### src/design/gcf_pkg.sv
// Shared types, codes and the command port decode for the geometry command queue.
// Used by every module of the block; depends on nothing else.
`default_nettype none

package gcf_pkg;

  // Default storage sizes.
  localparam int FIFO_DEPTH_DEF = 256;
  localparam int PIPE_DEPTH_DEF = 4;

  // The pipe is refilled from the FIFO when it drops below this many entries.
  localparam int REFILL_BELOW = 3;

  // Field widths fixed by the interface.
  localparam int CMD_W  = 7;
  localparam int DATA_W = 32;
  localparam int PORT_W = 12;

  // Interrupt modes.
  localparam logic [1:0] IRQ_NEVER      = 2'd0;
  localparam logic [1:0] IRQ_BELOW_HALF = 2'd1;
  localparam logic [1:0] IRQ_EMPTY      = 2'd2;
  localparam logic [1:0] IRQ_RESERVED   = 2'd3;

  // Error codes.
  localparam logic [1:0] ERR_NONE       = 2'd0;
  localparam logic [1:0] ERR_UNKNOWN    = 2'd1;
  localparam logic [1:0] ERR_FIFO_FULL  = 2'd2;
  localparam logic [1:0] ERR_PIPE_EMPTY = 2'd3;

  // Request kinds.
  localparam logic REQ_WRITE   = 1'b0;
  localparam logic REQ_DEQUEUE = 1'b1;

  // One queued command: command code over data word.
  typedef struct packed {
    logic [CMD_W-1:0]  cmd;
    logic [DATA_W-1:0] data;
  } entry_t;

  // Pipe control from the sequencer.
  typedef struct packed {
    logic push;
    logic pop;
  } pipe_ctl_t;

  // Result of the port decode.
  typedef struct packed {
    logic             hit;
    logic [CMD_W-1:0] cmd;
  } decode_t;

  // Maps a command port offset to its command code.
  function automatic decode_t gcf_decode(input logic [PORT_W-1:0] port);
    decode_t d;
    d.hit = 1'b1;
    case (port)
      12'h440: d.cmd = 7'h10;
      12'h444: d.cmd = 7'h11;
      12'h448: d.cmd = 7'h12;
      12'h454: d.cmd = 7'h15;
      12'h460: d.cmd = 7'h18;
      12'h464: d.cmd = 7'h19;
      12'h468: d.cmd = 7'h1A;
      12'h470: d.cmd = 7'h1C;
      12'h480: d.cmd = 7'h20;
      12'h48C: d.cmd = 7'h23;
      12'h4A4: d.cmd = 7'h29;
      12'h4A8: d.cmd = 7'h2A;
      12'h500: d.cmd = 7'h40;
      12'h504: d.cmd = 7'h41;
      12'h540: d.cmd = 7'h50;
      12'h580: d.cmd = 7'h60;
      default: begin
        d.hit = 1'b0;
        d.cmd = '0;
      end
    endcase
    return d;
  endfunction

endpackage

`default_nettype wire

### src/design/gcf_pipe.sv
// Short pipe of entries in front of the engine: push at the back, pop shifts down.
// Depends on gcf_pkg for the entry and control types.
`default_nettype none

module gcf_pipe #(
  parameter int PIPE_DEPTH = gcf_pkg::PIPE_DEPTH_DEF
) (
  input  wire                               clk,
  input  wire                               rst_n,
  input  gcf_pkg::pipe_ctl_t                ctl,
  input  gcf_pkg::entry_t                   push_entry,
  output gcf_pkg::entry_t                   front,
  output logic [$clog2(PIPE_DEPTH+1)-1:0]   count
);
  import gcf_pkg::*;

  localparam int CNT_W = $clog2(PIPE_DEPTH + 1);

  entry_t             pipe_r [PIPE_DEPTH];
  logic [CNT_W-1:0]   count_r;
  logic [CNT_W-1:0]   count_nxt;

  // Pop shifts every entry one place forward; push fills the first free place.
  always_ff @(posedge clk) begin
    for (int k = 0; k < PIPE_DEPTH; k++) begin
      if (ctl.pop && (k < PIPE_DEPTH - 1)) begin
        pipe_r[k] <= pipe_r[(k + 1) % PIPE_DEPTH];
      end else if (ctl.push && (count_r == CNT_W'(k))) begin
        pipe_r[k] <= push_entry;
      end
    end
  end

  // Fill count.
  always_comb begin
    count_nxt = count_r;
    if (ctl.push) begin
      count_nxt = count_r + CNT_W'(1);
    end else if (ctl.pop) begin
      count_nxt = count_r - CNT_W'(1);
    end
  end

  always_ff @(posedge clk) begin
    if (!rst_n) begin
      count_r <= '0;
    end else begin
      count_r <= count_nxt;
    end
  end

  assign front = pipe_r[0];
  assign count = count_r;

endmodule

`default_nettype wire

### config.mk
export PLATFORM = sky130hd
export DESIGN_NAME = gcf_pipe
export DESIGN_NICKNAME = d
export VERILOG_FILES = /design/src/design/gcf_pkg.sv /design/src/design/gcf_pipe.sv
export SDC_FILE = /design/constraint.sdc
export NUM_CORES = 1
export LEC_CHECK = 0
export BUFFER_PORTS_ARGS = -buffer_cell sky130_fd_sc_hd__buf_2
export CORE_ASPECT_RATIO = 1.5
export CORE_MARGIN = 2
export CORE_UTILIZATION = 40
export CTS_CLUSTER_SIZE = 30
export DETAILED_ROUTE_END_ITERATION = 6
export PLACE_DENSITY = 0.7
export SYNTH_ARGS = -nofsm -noshare
export SYNTH_HDL_FRONTEND = slang
export SYNTH_SLANG_ARGS = --single-unit
### constraint.sdc
create_clock -name clk -period 6.99 [get_ports clk]
set_clock_uncertainty 0.2 [all_clocks]
set_input_delay 0.3495 -clock clk [delete_from_list [all_inputs] [get_ports clk]]
set_output_delay 0.3495 -clock clk [all_outputs]
set_load 0.005 [all_outputs]
* Word level (Yosys, flattened, before mapping)
Memories as Yosys holds them, arrays and structs flattened. Cells that the tools add are included.
Operators by class: $add $sub $neg 2, multipliers 0, div/mod/pow operators 0, $lt $le $gt $ge 0, eq/ne operators 3, shift-type cells 0, muxes and demuxes 18, bitwise operators 3, reductions and logical operators 6
Operator list (number):
- two-way mux 39 bit | 3
- two-way mux 1 bit | 13
- == test 3 x 2 -> 1 bit (second input constant) | 2
- two-way mux 3 bit | 2
- logical AND 1 bit | 4
- adder 3 x 1 -> 3 bit (second input constant) | 1
- == test 3 x 1 -> 1 bit (second input constant) | 1
- zero test 3 bit | 1
- OR 1 bit | 3
- subtractor 3 x 1 -> 3 bit (second input constant) | 1
- nonzero test 2 bit | 1
Storage, ports and cells: bits in registers 3, bits in latches 0, bits in writable memories 156, ROM bits 0, input port bits 43, word-level logic and storage cells 34, memories kept 1
Memory list:
- pipe_r | depth 4, bits a word 39, read ports 4, clocked after memory_dff 0, write ports 4, line gcf_pipe.sv:19 | entry_t pipe_r [PIPE_DEPTH];

* Longest topological paths before layout
depth in word-level cells 6, gate-level depth with buffers 6

* Worst setup path before layout
OpenSTA, ideal clock, no wires.
path type register to register, from register count_r[0], in the netlist count[0], to memory pipe_r[1][39] in the netlist's numbering (enable), library setup time 0.400 ns, data arrival time 1.632 ns, setup slack 4.758 ns, stages on the path, launching flop included 4, buffers on the path 0, clock period less this slack 2.232 ns, path through dfxtp_1 -> ha_1 -> ha_1 -> and2_1
RTL lines:
- start: declaration | line gcf_pipe.sv:20 | logic [CNT_W-1:0] count_r;
- start signal: assignment | line gcf_pipe.sv:48 | count_r <= count_nxt;
- end: declaration | line gcf_pipe.sv:19

==> results.md <==
- Status: completed
- Critical Path Sink Type: register
- Clock transition at path regs: 70 ps
- Non-filler cells, final: roughly 670
- Cell area power density: 269.4 nW/um^2
- Die area: ~18000 sq um
- Synthesis Warnings: 0
- Commonest non-fill, non-tap cell in the layout: edfxtp_1
- Placed Cells: 601
- P_leak: 2.903 nW
- CTS tree: yes
- Hold Path Class: in -> reg
- Grt total ovfl: 0
- Vias: 3260
- Crit path required time: 6960 ps
- Mapped Cells: 357
- First-pass GRT wire length: 18760 microns
- Critical path data arrival time: 2300 ps
- DPL Wire Length: about 6600 microns
- Post-CTS setup buffer count: 0
- Die W: 110.4 microns
- Core footprint: 16690 sq um
- Final Net Count: ~500
- Syn Nets: 406
- First drt pass iteration count: 4
- Distinct cells, synth: 27
- Most frequent cells in the layout: 156 x edfxtp_1, 87 x mux2_2, 84 x buf_2
- Fin. max-slew vios: 0
- # port buffers: 84
- WL/cell: roughly 17 microns
- Comb pwr share: about 8.4%
- Post-layout min period: 2336 ps
- CP Launch Type: register
- DRC: 0
- Cell row count: 58
- Worst hold margin: between 200 and 250 ps
- Root Buffer Master: clkbuf_16
- Iteration-0 DRC Markers: between 100 and 150
- Psw: 0.4877 mW
- Diode count: 0
- GRT Total Usage: ~13%
- Skew-Pair Late Insertion Delay: 420 ps
- Drt via density: 4.844
- Post-CTS Hold Fix Bufs: 40
- Final setup violation count: 0
- Internal: roughly 1.7 mW
- CP max stage cell: buf_4
- H-tree Lvls: 4
- # IOs: 85
- Bufs and invs on worst path: 2
- Die Span Y: 163.6 microns
- Clock buffer depth: 2
- TNS Setup: 0 ps
- CTS Buf Count: 17
- Clock power frac: 38.7%
- Max IR drop VDD: around 0.00011 V
- Slew HR: 21.06%
- Post-Synthesis Cell Area: 6795 sq um
- Reg power frac: 52.9%
- Layout cells sized above 1: 49.89%
- Starting Density: 40.71%
- Number of fill cells: roughly 1500
- Initial antenna violation count: 0
- Worst-Margin Slew: about 1200 ps
- Area growth syn-to-layout: 18.21%
- Pin count of the biggest net entering global routing: 40
- Mean Syn Cell Area: 19.03 sq um
- Cells along the critical path: inv_1 > ha_1 > nor4bb_4 > buf_4 > mux2_2
- Crit-path max FO: 39
- FF+latch count, synth: 159
- Post-route clock period utilization: 33.42%
- Fmax achieved: between 0.4 and 0.5 GHz
- Clk sinks: between 150 and 200
- Drt total wl: approximately 12000 microns
- Seq/Total Area, Yosys: 69.82%
- Net Sw Frac: a little under a quarter
- Routability Congestion: between 0.7 and 0.8
- Vias in the first global route: 3528
- Final Hold Violating Endpoints: 0
- Unrepaired setup endpoints after global routing: no
- Cell family with most CP delay: buffers and inverters
- Post-CTS Resized: 0
- Maxcap violations: 0
- CP max stage delay: 520 ps
- Setup CP Type: reg -> reg
- Post-route ant nets: 0
power groups by stage:
stage                     logic (mW)  registers, mW  clock network [mW]
after global routing           0.200           1.15               0.893
after floorplan                0.133           1.16                   0
after global placement         0.162           1.16                   0
final                          0.181           1.14               0.839
after detailed placement       0.168           1.17                   0
after CTS                      0.186           1.15               0.861
cell usage after synthesis:
master,n,area share (%)
inv_1,3,0.17
mux2_4,20,4.4
o21ai_0,1,0.074
o31a_1,1,0.13
a31o_2,1,0.13
or3_1,1,0.092
a211o_1,1,0.13
clkbuf_1,1,0.055
mux2_1,10,1.7
dfxtp_1,3,0.88
mux2_2,87,14
nor3b_1,2,0.22
nor4bb_4,1,0.37
nand4b_1,1,0.13
ha_1,6,1.1
and3_1,1,0.092
edfxtp_1,156,69
and4bb_1,2,0.37
nand2_1,1,0.055
a21o_1,2,0.22
and4_1,1,0.13
buf_8,1,0.22
nor2b_1,1,0.092
buf_6,5,0.83
buf_4,41,4.5
buf_2,5,0.37
and2_1,2,0.18
worst reg2reg max path, delay by kind of cell (launching register included):
family,cells,cell delay [ps]
and+or+nand+nor,1,270
DFF,1,360
adders and majority gates,1,180
buffers and inverters,2,650
muxes,1,420
logic make-up after synthesis:
logic type | synth area share, %
buffers and inverters | 6.168
DFF | 69.82
muxes | 20.49
adders and majority gates | 1.105
and+or+nand+nor | 1.731
AOI/OAI and AO/OA | 0.6812
cell type report:
type / instances / area (sq um) / area share [%]
timing repair buffer: 127 / 843.3 / 10.50
clock inverter: 15 / 110.1 / 1.371
tap: 210 / 262.8 / 3.271
multi-input combinational: 142 / 1635 / 20.36
inverter: 3 / 11.26 / 0.1402
clock buffer: 17 / 425.4 / 5.296
sequential: 159 / 4745 / 59.07
final timing paths:
check                 from            end  slack [ps]  cells after the start
max reg2reg       count[0]  pipe_r[1][10]        4650                      5
min reg2reg  pipe_r[1][69]  pipe_r[1][30]         330                      1
max               count[0]  pipe_r[1][10]        4650                      5
min                 ctl[1]       count[2]         210                      3
per-layer routing:
metal	up-vias	track usage [%]	wire, microns	share of wire (%)
met1	1660	16.30	5130	44
met4	0	6.420	225	1.9
met5	-	0	0	0
li1	1527	-	-	-
met3	18	2.709	306	2.6
met2	55	23.15	6035	52
flip-flops by register name (all words and copies together) (netlist names):
| name | flops |
|---|---|
| count | 3 |
| pipe_r | 156 |
through the flow:
step	cell area [sq um]	power (mW)	setup slack, ps	util (%)
3_5_place_dp	7097	1.333	4634	42.52
6_report	8033	2.164	4654	48.13
2_1_floorplan	6795	1.290	4758	-
4_1_cts	8033	2.192	4618	48.13
5_1_grt	8033	2.244	4487	48.13
3_3_place_gp	7097	1.325	4720	42.52
No activity file was read; power rests on OpenSTA's default activity.
